<file path="config.mk">
export PLATFORM = sky130hd
export DESIGN_NAME = goc_overlap
export DESIGN_NICKNAME = d
export VERILOG_FILES = /design/src/hdl/goc_pkg.sv /design/src/hdl/goc_overlap.sv
export SDC_FILE = /design/constraint.sdc
export NUM_CORES = 1
export LEC_CHECK = 0
export BUFFER_PORTS_ARGS = -buffer_cell sky130_fd_sc_hd__buf_2
export CORE_MARGIN = 2
export CORE_UTILIZATION = 38
export DETAILED_ROUTE_END_ITERATION = 10
export GPL_TIMING_DRIVEN = 1
export PLACE_DENSITY = 0.68
export SYNTH_ARGS = -nofsm -noshare
export SYNTH_HDL_FRONTEND = slang
export SYNTH_SLANG_ARGS = --single-unit
</file>
<file path="constraint.sdc">
create_clock -name vclk -period 3.4
set_clock_uncertainty 0.15 [all_clocks]
set_input_delay 0.17 -clock vclk [all_inputs]
set_output_delay 0.17 -clock vclk [all_outputs]
set_load 0.02 [all_outputs]
</file>
<file path="src/hdl/goc_pkg.sv">
`timescale 1ns / 1ps
// ----------------------------------------------------------------------------
// Grid obstacle collision check package
// Shared constants, register indexes and types for the collision checker.
// ----------------------------------------------------------------------------
package goc_pkg;

  localparam int MAX_COLUMNS = 64;
  localparam int MAX_ROWS    = 64;
  localparam int TABLE_DEPTH = 4096;
  localparam int ADDR_W      = $clog2(TABLE_DEPTH);
  localparam int COUNT_W     = ADDR_W + 1;
  localparam int POS_W       = 14;
  localparam int ENTRY_W     = 2 * POS_W;
  localparam int IDX_W       = 7;
  localparam int WIDE_W      = 18;

  localparam logic [7:0]       OBSTACLE_CHAR = 8'h31;
  localparam logic [IDX_W-1:0] USED_COL_MAX  = IDX_W'(MAX_COLUMNS);
  localparam logic [IDX_W-1:0] USED_ROW_MAX  = IDX_W'(MAX_ROWS);

  typedef enum logic [1:0] {
    MODE_CHAR  = 2'd0,
    MODE_EOL   = 2'd1,
    MODE_QUERY = 2'd2,
    MODE_NONE  = 2'd3
  } mode_t;

  typedef enum logic [1:0] {
    CAUSE_OK       = 2'd0,
    CAUSE_OVERLAP  = 2'd1,
    CAUSE_AREA     = 2'd2,
    CAUSE_NEGATIVE = 2'd3
  } cause_t;

  localparam logic [2:0] REG_AREA_WIDTH   = 3'd0;
  localparam logic [2:0] REG_AREA_HEIGHT  = 3'd1;
  localparam logic [2:0] REG_CELL_WIDTH   = 3'd2;
  localparam logic [2:0] REG_CELL_HEIGHT  = 3'd3;
  localparam logic [2:0] REG_GRID_COLUMNS = 3'd4;
  localparam logic [2:0] REG_GRID_ROWS    = 3'd5;

  typedef struct packed {
    logic signed [15:0] ox;
    logic signed [15:0] oy;
    logic [11:0]        ow;
    logic [11:0]        oh;
  } query_t;

  typedef struct packed {
    logic [POS_W-1:0] bx;
    logic [POS_W-1:0] by;
    logic [7:0]       cw;
    logic [7:0]       ch;
  } box_t;

endpackage

</file>
<file path="src/hdl/goc_overlap.sv">
`timescale 1ns / 1ps
// ----------------------------------------------------------------------------
// Box overlap unit
// Strict overlap test of the query rectangle against one stored box.
// ----------------------------------------------------------------------------
module goc_overlap (
  input  goc_pkg::query_t query,
  input  goc_pkg::box_t   box,
  output logic            hit
);
  import goc_pkg::*;

  logic signed [WIDE_W-1:0] ox_e, oy_e, bx_e, by_e;
  logic signed [WIDE_W-1:0] bx_end, by_end, ox_end, oy_end;

  always_comb begin
    ox_e   = WIDE_W'(query.ox);
    oy_e   = WIDE_W'(query.oy);
    bx_e   = $signed({{(WIDE_W-POS_W){1'b0}}, box.bx});
    by_e   = $signed({{(WIDE_W-POS_W){1'b0}}, box.by});
    bx_end = bx_e + $signed({{(WIDE_W-8){1'b0}}, box.cw});
    by_end = by_e + $signed({{(WIDE_W-8){1'b0}}, box.ch});
    ox_end = ox_e + $signed({{(WIDE_W-12){1'b0}}, query.ow});
    oy_end = oy_e + $signed({{(WIDE_W-12){1'b0}}, query.oh});
    hit    = (ox_e < bx_end) && (bx_e < ox_end) && (oy_e < by_end) && (by_e < oy_end);
  end

endmodule

</file>
# Word level (Yosys, flattened, before mapping)
# Index checks and enable logic that the tools add are counted.
[word_totals]
regBits = 0
input_bits = 100
out_inout_bits = 1
[op_classes]
n_addsub = 4
n_lt_le_gt_ge = 4
n_reduce_logical = 3
[op_table]
columns = ["op", "count"]
rows = [
  ["$add 16x13->17", 2],
  ["$lt 15x17->1", 2],
  ["$lt 16x16->1", 2],
  ["$add 14x8->15", 2],
  ["$logic_and 1x1->1", 3],
]

# Logic depth before layout (Yosys ltp)
[logic_depth]
word_depth = 5
depth_mapped = 18

# Least setup slack after synthesis
# Ideal clock, no wire load.
[synth_path]
path_kind = "input to output"
start = "input query[12] (netlist bit)"
end = "output hit"
t_arrival_ns = 3.813
required_time_ns = 3.080
slack_ns = -0.733
cell_stages = 15
path_buffers = 0
path_cell_list = "ha_1 fa_1 a211oi_1 o211ai_1 a31oi_1 o22ai_1 o21ai_0 nand2b_1 xnor2_1 ha_1 or4_1 a221o_1 o22ai_1 nor4_1 nor4_1"
[synth_between]
elab_chain_len = 5
[synth_rtl]
columns = ["element", "line_no", "source"]
rows = [
  ["start: declaration", "goc_overlap.sv:7", "input goc_pkg::query_t query,"],
  ["$add 16x13->17", "goc_overlap.sv:23", "ox_end = ox_e + $signed({{(WIDE_W-12){1'b0}}, query.ow});"],
  ["$lt 15x17->1", "goc_overlap.sv:25", "hit = (ox_e < bx_end) && (bx_e < ox_end) && (oy_e < by_end) && (by_e < oy_end);"],
  ["$logic_and 1x1->1 (3 in series)", "goc_overlap.sv:25", ""],
  ["end: declaration", "goc_overlap.sv:9", "output logic hit"],
]
# No other way between the ends.

# Worst setup path after layout
[layout_path]
start = "input query[40] (netlist bit)"
end = "output hit"
[layout_between]
elab_chain_len = 5
[layout_rtl]
columns = ["element", "line_no"]
rows = [
  ["$add 16x13->17", "goc_overlap.sv:23"],
  ["$lt 15x17->1", "goc_overlap.sv:25"],
  ["$logic_and 1x1->1 * (3 in series)", "goc_overlap.sv:25"],
]
# Mark *: on every way between the ends. The rest lies on a longest branch, timed or not.

==> run metrics <==
global route total overflow=0; static leakage=2.268 nW; share of cells above drive strength 1=36.19%; syn avg cell area=8.071 µm²; CP most frequent cell=o22ai_2; area leader, netlist=ha_1; vias per cell=5.357; post-layout util=54.84%; Synthesis Warnings=0; Slew Viols, Final=0; crit path time final=3.900 ns; DR WL/cell=13.20 µm; crit path launch type=input port; core area=8093 µm²; register area=0 µm²; Worst EP required=3.08 ns; most used routing layer=met2; crit share post-route=114.7%; kind of critical path=in2out; number of fill cells=765; Seq/Total Area, Yosys=0%; Crit path arrival time=3.58 ns; Final #Nets=761; Placed Cells=663; Post-synth top cells=ha_1, a21oi_1, xor2_1; critical path's largest stage delay=0.47 ns; pwr/cell area=186.6 nW/µm²; CP endpoint kind=output port; Iter 0 DRT Violations=38; PortBufs=101; Antenna Nets Post-Route=0; CP bufs+invs=2; FFs & Latches=0; Post-Layout Cell Count=666; setup violators final=1; post-DP HPWL=7.790 mm; antenna violations before repair=0; FP Rows=33; # DRC=0; Inserted Diodes=0; Mapped Nets=584; Tightest Pin Transition=0.4192 ns; Ports=101; pin count of the biggest net entering global routing=8; most frequent cell after synthesis=ha_1; Routed WL=8.794 mm; critical path, cell by cell=buf_2 > ha_4 > fa_2 > a211oi_4 > o211ai_1 > a31oi_2 > o22ai_2 > o21ai_1 > nand2b_1 > xnor2_1 > ha_2 > or4_1 > a221o_1 > o22ai_2 > nor4_2 > nor4_4 > buf_4; Post-Syn Area=3115 µm²; clock buffer count in the final layout=0; DRT Pass-1 Iters=4; Levels on crit path=17; met2 Usage GRT=37.26%; top cells by area, synth=ha_1, xor2_1, a21oi_1; met1 Usage GRT=24.08%; count of cell types in the netlist=47; Die Footprint=8939 µm²; first-pass GRT wire length=14.65 mm; GRT Overall Usage=19.50%; Crit path max-delay family=compound AO/OA/AOI/OAI gates; DIE WIDTH=94.55 µm; maxcap violations=0; violated checks=negative setup slack; Hold Path Class=in2out; Final Hold Viols=0; synth-to-layout area growth=42.45%; met3 usage=0.7981%; hold_buf cts=0; vias=3568; RSZ-0062 raised after global routing=yes; vias in the first global route=3495; VDD IR max=83.33 µV; outcome=complete, but fails checks; Cells after Synth=386; crit path max fanout=3; Hold Path Stages=4; Die Y=94.55 µm; top-area cell type share of the netlist area=37.75%; Worst path slowest cell=or4_1; Max Clk Rate=0.2564 GHz; Routability Congestion=0.8868; Max-slew headroom=71.76%; fin worst setup slack=-0.4997 ns; Initial Util=38.50%
[final timing paths]
check | slack [ns] | to | start
min | 0.66 | hit | query[55]
max | -0.50 | hit | query[40]
[cell usage in the layout (no fill, tap or decap), types with 2 or more instances in the layout]
cell / n
or2_2: 3
ha_4: 2
a211oi_1: 6
nand2b_1: 6
nand3_1: 3
o22ai_2: 3
fa_2: 2
o2111ai_1: 5
buf_2: 100
o21bai_1: 8
fa_1: 2
o21ai_0: 23
o21ai_1: 2
nand4_1: 5
ha_1: 91
o21a_1: 7
a21oi_1: 35
nand2_1: 16
or4_1: 2
xnor2_1: 19
buf_4: 75
o211ai_1: 8
nor2_1: 23
nand4bb_1: 2
nor2b_1: 8
a31oi_1: 4
and3_1: 2
and2_1: 2
a211oi_2: 2
inv_1: 17
a21o_1: 21
xor2_1: 27
a21oi_2: 5
[per-layer routing]
layer,wire length (µm),vias up
met4,183,0
li1,-,1835
met3,313,20
met1,3925,1620
met5,0,-
met2,4371,93
[metrics by stage]
step           setup WS, ns  hold slack [ns]  instance area [µm²]  total power, mW  setup TNS [ns]
6_report            -0.4997           0.6632                 4438           0.8283         -0.4997
3_5_place_dp        -0.6333           0.6794                 4348           0.7947         -0.6333
2_1_floorplan       -0.2139           0.4302                 3178           0.4847         -0.2139
3_3_place_gp        -0.5462           0.6904                 4348           0.7664         -0.5462
4_1_cts             -0.5270           0.6682                 4407           0.8174         -0.5270
5_1_grt             -0.7185           0.7255                 4438           0.9336         -0.7185
[cell type report]
type | instances | area [µm²] | share of cell area (%)
Inverter | 17 | 63.81 | 1.438
Timing Repair Buffer | 175 | 1064 | 23.96
Tap cell | 105 | 131.4 | 2.960
Multi-Input combinational cell | 369 | 3179 | 71.64
[logic make-up after synthesis]
group / after synthesis / synth area share [%]
XOR/XNOR: 46 / 12.93
buffers and inverters: 17 / 2.048
adder cells (fa/ha/maj): 98 / 40.32
AND/OR/NAND/NOR: 82 / 14.30
AO/OA/AOI/OAI: 143 / 30.40
[worst min-delay path: cells and delay by family]
kind                   cells  cell delay (ns)
AND/OR/NAND/NOR            1             0.12
AO/OA/AOI/OAI              1             0.07
buffers and inverters      2             0.27
[power breakdown]
group          internal, mW  switching (mW)
clock network             0               0
logic                 0.424           0.404
registers                 0               0
total                 0.424           0.404
[timing repair]
action                     CTS  global route
setup endpoints to repair    1             1
pin swaps                   11             7
resized for setup            7             7
setup buffers                3             0
Note: power is estimated with default switching activity, not from simulation.
