[config.mk]
export PLATFORM = sky130hd
export DESIGN_NAME = goc_ram
export DESIGN_NICKNAME = d
export VERILOG_FILES = /design/src/hdl/goc_ram.sv
export SDC_FILE = /design/constraint.sdc
export NUM_CORES = 1
export LEC_CHECK = 0
export ABC_CLOCK_PERIOD_IN_PS = 3200
export CORE_MARGIN = 2
export CORE_UTILIZATION = 67
export DETAILED_ROUTE_END_ITERATION = 8
export DONT_BUFFER_PORTS = 1
export HOLD_SLACK_MARGIN = 0.05
export PLACE_DENSITY = 0.93
export SETUP_SLACK_MARGIN = 0.5
export SKIP_CTS_REPAIR_TIMING = 1
export SLEW_MARGIN = 20
export SYNTH_ARGS = -nofsm -noshare
export SYNTH_HDL_FRONTEND = slang
export SYNTH_SLANG_ARGS = --single-unit
[constraint.sdc]
create_clock -name clk -period 3.2 [get_ports clk]
set_input_delay 0 -clock clk [delete_from_list [all_inputs] [get_ports clk]]
set_output_delay 0 -clock clk [all_outputs]
set_load 0.01 [all_outputs]
[src/hdl/goc_ram.sv]
`timescale 1ns / 1ps
// ----------------------------------------------------------------------------
// Generic RAM
// Simple dual-port memory with one write port and one registered read port.
// ----------------------------------------------------------------------------
module goc_ram #(
  parameter int WIDTH = 8,
  parameter int DEPTH = 16
) (
  input  logic                     clk,
  input  logic                     we,
  input  logic [$clog2(DEPTH)-1:0] waddr,
  input  logic [WIDTH-1:0]         wdata,
  input  logic [$clog2(DEPTH)-1:0] raddr,
  output logic [WIDTH-1:0]         rdata
);

  logic [WIDTH-1:0] mem [DEPTH];

  always_ff @(posedge clk) begin
    if (we) begin
      mem[waddr] <= wdata;
    end
    rdata <= mem[raddr];
  end

endmodule

Word level (Yosys, flattened, before mapping)
Memory sizes are Yosys's and may differ from the RTL's. A register that Yosys moved wholly into a read port is not among the register bits.
Cells that the tools add are included.
{ "op_classes": {"muxes": 2} }
{ "ops": {"columns": ["op", "n"], "rows": [
  ["1-bit 2-to-1 mux", 2]
]} }
{ "totals": {"out_inout_bits": 8, "in_bits": 18, "ram_bits": 128, "word_cells": 3, "ff_bits": 0, "memories": 1} }
{ "memory_table": {"columns": ["name", "depth", "word_bits", "read_ports", "rd_clocked_by_memory_dff", "wr", "line", "rtl"], "rows": [
  ["mem", 16, 8, 1, 1, 1, "18", "logic [WIDTH-1:0] mem [DEPTH];"]
]} }

Depth between registers and ports, before layout
Gate-level depths: netlist of the first run.
{ "logic_depth": {"word_depth": 2, "depth_mapped": 5, "mapped_depth_nobuf": 3} }

Worst setup path after synthesis of the first run
OpenSTA, ideal clock, no wires.
{ "synth_path": {"path_type": "input -> register", "startpoint": "input waddr[2]", "endpoint": "memory mem[0][0] (enable)", "path_stages": 2, "setup_ns": 0.383, "slack_ns": 1.707, "required_time_ns": 2.817, "n_path_buf": 0, "t_arrival_ns": 1.110, "cell_sequence": "or3b_2 > nor3_1"} }
{ "synth_rtl": {"columns": ["item", "line", "rtl"], "rows": [
  ["start, declared", "12", "input logic [$clog2(DEPTH)-1:0] waddr,"],
  ["end, declared", "18", null]
]} }
Straight into the memory's write port.

==> metrics.txt, run 1 <==
met1 GRT Util=40.86%; setup TNS=0 ns; total power draw=4.364 mW; slowest stage delay, CP=0.59 ns; VDD IR max=0.5849 mV; worst hold path class=input port to flip-flop; relative slew slack=22.53%; Bufs and invs on worst path=2; residual DRC count=0; Synth Register Bits=136; initial antenna violation count=0; Congestion Overflow GR=0; first drt pass iteration count=5; critical-path cell list=mux4_2 > dlygate4sd3_1 > a22oi_1 > dlygate4sd3_1 > nand2_1; ant diodes=0; Die ar.=8400 um2; CTS Sinks=136; Synth area leaders=edfxtp_1 75%, mux4_2 7.9%, mux4_1 7.1%; cells after synthesis=229; leakage=2.034 nW; startpoint types=flip-flop; routed wire length per instance=31.15 um; die extent in x=91.65 um; TritonCTS clock tree=built; Clock Skew=0.006309 ns; largest net degree at the start of global routing=33; Routed Antenna Nets=0; count leader, synth=edfxtp_1; vias in the first global route=2521; post-synthesis cell type count=19; Initial DRC Count=323; GR peak layer=met2; IO Port Bufs=0; core area=7331 um2; mean post-synth cell area=22.48 um2; Data arrival, critical path=2.74 ns; FMAX=0.4296 GHz; Synth area leader=edfxtp_1; height of the die=91.65 um; Final Setup Violations=0; Initial Util=70.22%; Fin. Hold Viols=0; asr flop ratio synth=0%; Synth top cells by count=128 x edfxtp_1, 18 x mux4_2, 16 x a22oi_1; Post-synth EDFFs=128; met2 GRT Util=44.49%; Max Buffers Root-to-Sink=2; fin. max-slew vios=0; # rows=31; CTS buffer count=17; Power Density=711.7 nW/um2; status=completed; RSZ-0062 raised after global routing=false; hold slack=0.03750 ns; area delta synth->final=19.13%; Max Cap Viol=0; Seq/Total Area, Yosys=77.78%; nets=283; crit path kind=flip-flop to flip-flop; yosys warns=0; Slowest cell on crit path=dlygate4sd3_1; Final min period=2.328 ns; Reg clk slew, reported paths=0.06 ns; post-synth top area share=74.67%; Vias/cell=6.976; hpwl dp=5623 um; Main synth FF type=edfxtp_1; clock latency on the worst-skew pair=0.53 ns; cell family with most CP delay=buffers and inverters; total wire length=11710 um; global-route usage over all layers=28.85%; Ports=26; worst slew pin tran=1.158 ns; Layout Utilization=83.65%; area of the mapped netlist=5147 um2; element type at the critical path end=flip-flop; H-tree depth=4; Final Wtd Congestion=0.7370; grt met3 use=7.560%; syn_nets=247; CP max FO=1; Crit path top cell by count=dlygate4sd3_1; first-pass GRT wire length=16350 um; period utilization=72.75%; total vias in the final route=2623; share of post-route cells with drive strength above 1=19.13%; CP required=3.61 ns; clk root buf=clkbuf_8; # fillers=287
==> area by class of cell <==
cell class | instances | area [um2] | share of cell area [%]
flip-flops and latches | 136 | 4004 | 65.29
well taps | 99 | 123.9 | 2.020
clock buffers | 19 | 421.7 | 6.876
repair buffers | 27 | 292.8 | 4.775
multi-input cells | 83 | 1067 | 17.40
clock inverters | 12 | 222.7 | 3.632
==> power breakdown <==
part	leakage (nW)	switching [mW]	internal [mW]	total [mW]
sequential	1.22	0.0206	1.99	2.01
combinational	0.500	0.103	0.0823	0.185
clock	0.310	0.745	1.42	2.17
==> layer usage <==
layer / up-vias / wire, um
met4: 0 / 295
li1: 1046 / -
met3: 28 / 898
met2: 180 / 5977
met5: - / 0
met1: 1369 / 4541
==> cells by family (layout without fill, tap and decap cells) <==
group                  after synthesis  count (layout)  share of synthesized area, %
AND/OR/NAND/NOR                     35              35                         3.184
multiplexers                        32              32                         15.02
AO/OA/AOI/OAI                       16              16                         2.334
flip-flops                         136             136                         77.78
buffers and inverters               10              58                         1.677
==> tightest hold or removal path: cells and delay by family <==
| kind | cells | cell delay [ns] |
|---|---|---|
| compound gates | 1 | 0.06 |
| buf+inv | 1 | 0.16 |
| mux | 1 | 0.23 |
| simple gates | 1 | 0.07 |
==> path summary, 6_finish.rpt <==
check | from | endpoint | slack (ns) | cells after the start
worst max-delay path | mem[15][2] | rdata[2] | 0.87 | 5
worst max register to register | mem[15][2] | rdata[2] | 0.87 | 5
worst min-delay path | raddr[1] | rdata[0] | 0.04 | 4
worst min register to register | mem[15][0] | rdata[0] | 0.72 | 3
==> flip-flops by register name, indices dropped and copies added (netlist names) <==
name	cells
rdata	8
mem	128
==> placed cells by master, fill, tap and decap left out, types with 2 or more instances in the layout <==
cell and n:
edfxtp_1 128, dlygate4sd3_1 23, mux4_2 18, a22oi_1 16
clkbuf_16 16, mux4_1 14, nor2_1 13, nand2_1 9
dfxtp_1 8, bufinv_16 6, nand3b_1 2, nor3_2 2
nand2b_1 2, nor3_1 2, inv_6 2, clkbuf_1 2
buf_4 2
==> metrics by stage <==
| step | setup WS, ns | cells | area, um2 |
|---|---|---|---|
| floorplan | 1.707 | 229 | 5147 |
| global placement | 1.516 | 320 | 5200 |
| detailed placement | 1.447 | 320 | 5205 |
| CTS | 1.754 | 351 | 5849 |
| global route | 0.7678 | 376 | 6132 |
| finish | 0.8720 | 376 | 6132 |
(Power assumes the default switching activity.)
==> run 2, diff against run 1 <==
Settings changed: ABC_CLOCK_PERIOD_IN_PS 3200 to 1900, CORE_UTILIZATION 67 to 56, PLACE_DENSITY 0.93 to 0.84.
Clock period 3.2 ns to 1.9 ns, I/O delays scaled along.
==> metrics.txt, run 2 (same netlist as run 1, synthesis figures left out) <==
Final min period=1.338 ns (-0.9903 ns); IO Port Bufs=0 (unchanged); Setup WS post-layout=0.5623 ns (-0.3097 ns); leakage=2.006 nW (-1.4%); residual DRC count=0 (unchanged); hold slack=-0.1484 ns (-0.1859 ns); CP max FO=1 (unchanged); hpwl dp=5726 um (+1.8%); Final Wtd Congestion=0.7462 (+1.2%); Largest Register=mem; die extent in x=99.88 um (+9.0%); Reg area=4004 um2 (unchanged); initial antenna violation count=1 (+1); clock latency on the worst-skew pair=0.52 ns (about the same); area delta synth->final=17.48%; Max Buffers Root-to-Sink=2 (unchanged); footprint of the multi-input gates=1071 um2 (+0.35%); FMAX=0.7476 GHz (+74%); met2 GRT Util=34.30% (-10 points); # fillers=518 (+80%); nets=286 (+1.1%); Fin. Hold Viols=8 (+8); Power Density=1116 nW/um2 (+57%); Max Cap Viol=0 (unchanged); grt met3 use=6.546% (-1.0 points); total vias in the final route=2410 (-8.1%); Initial DRC Count=251 (-22%); # rows=34 (+9.7%); CTS buffer count=17 (unchanged); Congestion Overflow GR=0 (unchanged); Vias/cell=6.179 (-11%); height of the die=99.88 um (+9.0%); total wire length=9988 um (-15%); CP required=2.30 ns (-1.31 ns); cell family with most CP delay=multiplexers; period utilization=70.41% (-2.3 points); Slowest cell on crit path=mux4_1; RSZ-0062 raised after global routing=false; status=finished, violations left; Initial Util=58.45% (-12 points); worst hold path class=input port to flip-flop; relative slew slack=50.87% (+28 points); Reg clk slew, reported paths=0.06 ns (about the same); vias in the first global route=2469 (-2.1%); element type at the critical path end=flip-flop; VDD IR max=0.5785 mV (-1.1%); Routed Antenna Nets=0 (unchanged); Data arrival, critical path=1.74 ns (-1.00 ns); core area=8806 um2 (+20%); crit path kind=flip-flop to flip-flop; worst slew pin tran=0.7342 ns (-0.4235 ns); share of post-route cells with drive strength above 1=25.27% (+6.1 points); slowest stage delay, CP=0.49 ns (-0.10 ns); most common cell after layout, fill and taps aside=edfxtp_1; Clock Skew=0.008929 ns (+0.002620 ns); failing checks=negative hold slack; Die ar.=9975 um2 (+19%); Final Setup Violations=0 (unchanged); Ports=26 (unchanged); H-tree depth=4 (unchanged); routed wire length per instance=25.61 um (-18%); first drt pass iteration count=5 (unchanged); max reg flops=128 (unchanged); setup TNS=0 ns (unchanged); Place WS=0.5008 ns (-0.9462 ns); met1 GRT Util=29.59% (-11 points); TritonCTS clock tree=built; GR peak layer=met2; global-route usage over all layers=21.81% (-7.0 points); Bufs and invs on worst path=0 (-2); startpoint types=flip-flop; fin. max-slew vios=0 (unchanged); Largest regs=mem x128, rdata x8; first-pass GRT wire length=15120 um (-7.6%); critical-path cell list=mux4_1 > a22oi_1 > nand2_1; largest net degree at the start of global routing=33 (unchanged); clk root buf=clkbuf_8; most frequent cells in the layout=128 x edfxtp_1, 21 x mux4_2, 16 x clkbuf_16, 16 x buf_4; CTS Sinks=136 (unchanged)
[run 2: where the power goes]
| group | internal, mW | switching, mW |
|---|---|---|
| Combinational | 0.126 | 0.141 |
| Sequential | 3.36 | 0.0320 |
| Clock | 1.95 | 1.14 |
[run 2: final cells by class]
cell class	instances	share of cell area (%)
diodes	1	0.04138
clock inverters	9	1.614
multi-input cells	83	17.71
repair buffers	30	4.469
clock buffers	23	7.718
well taps	108	2.235
flip-flops and latches	136	66.21
[run 2: through the flow]
step / hold slack (ns) / total power [mW] / area [um2] / utilization (%) / std cells
floorplan: 0.09887 / 3.611 / 5152 / - / 229
global placement: 0.09965 / 3.619 / 5321 / 60.43 / 343
detailed placement: 0.09947 / 3.630 / 5321 / 60.43 / 343
CTS: -0.4451 / 6.705 / 5886 / 66.84 / 375
global route: -0.1631 / 6.936 / 6045 / 68.64 / 389
finish: -0.1484 / 6.750 / 6047 / 68.67 / 390
[run 2: path summary, 6_finish.rpt]
kind	to	startpoint	slack, ns	depth (start not counted)
setup / recovery	rdata[2]	mem[0][2]	0.56	3
hold / removal	rdata[6]	raddr[0]	-0.15	3
setup reg to reg	rdata[2]	mem[0][2]	0.56	3
hold reg to reg	rdata[3]	mem[14][3]	0.67	3
[run 2: worst min-delay path, cell delays in order]
cell	delay, ns
mux4_2	0.20
a22oi_1	0.06
nand2_1	0.05
[run 2: per-layer routing]
layer | wire [um] | up-vias | part of all wire [%]
met5 | 0 | - | 0
met4 | 195 | 0 | 2.0
met3 | 806 | 17 | 8.1
met2 | 4952 | 123 | 50
met1 | 4033 | 1222 | 40
li1 | - | 1048 | -
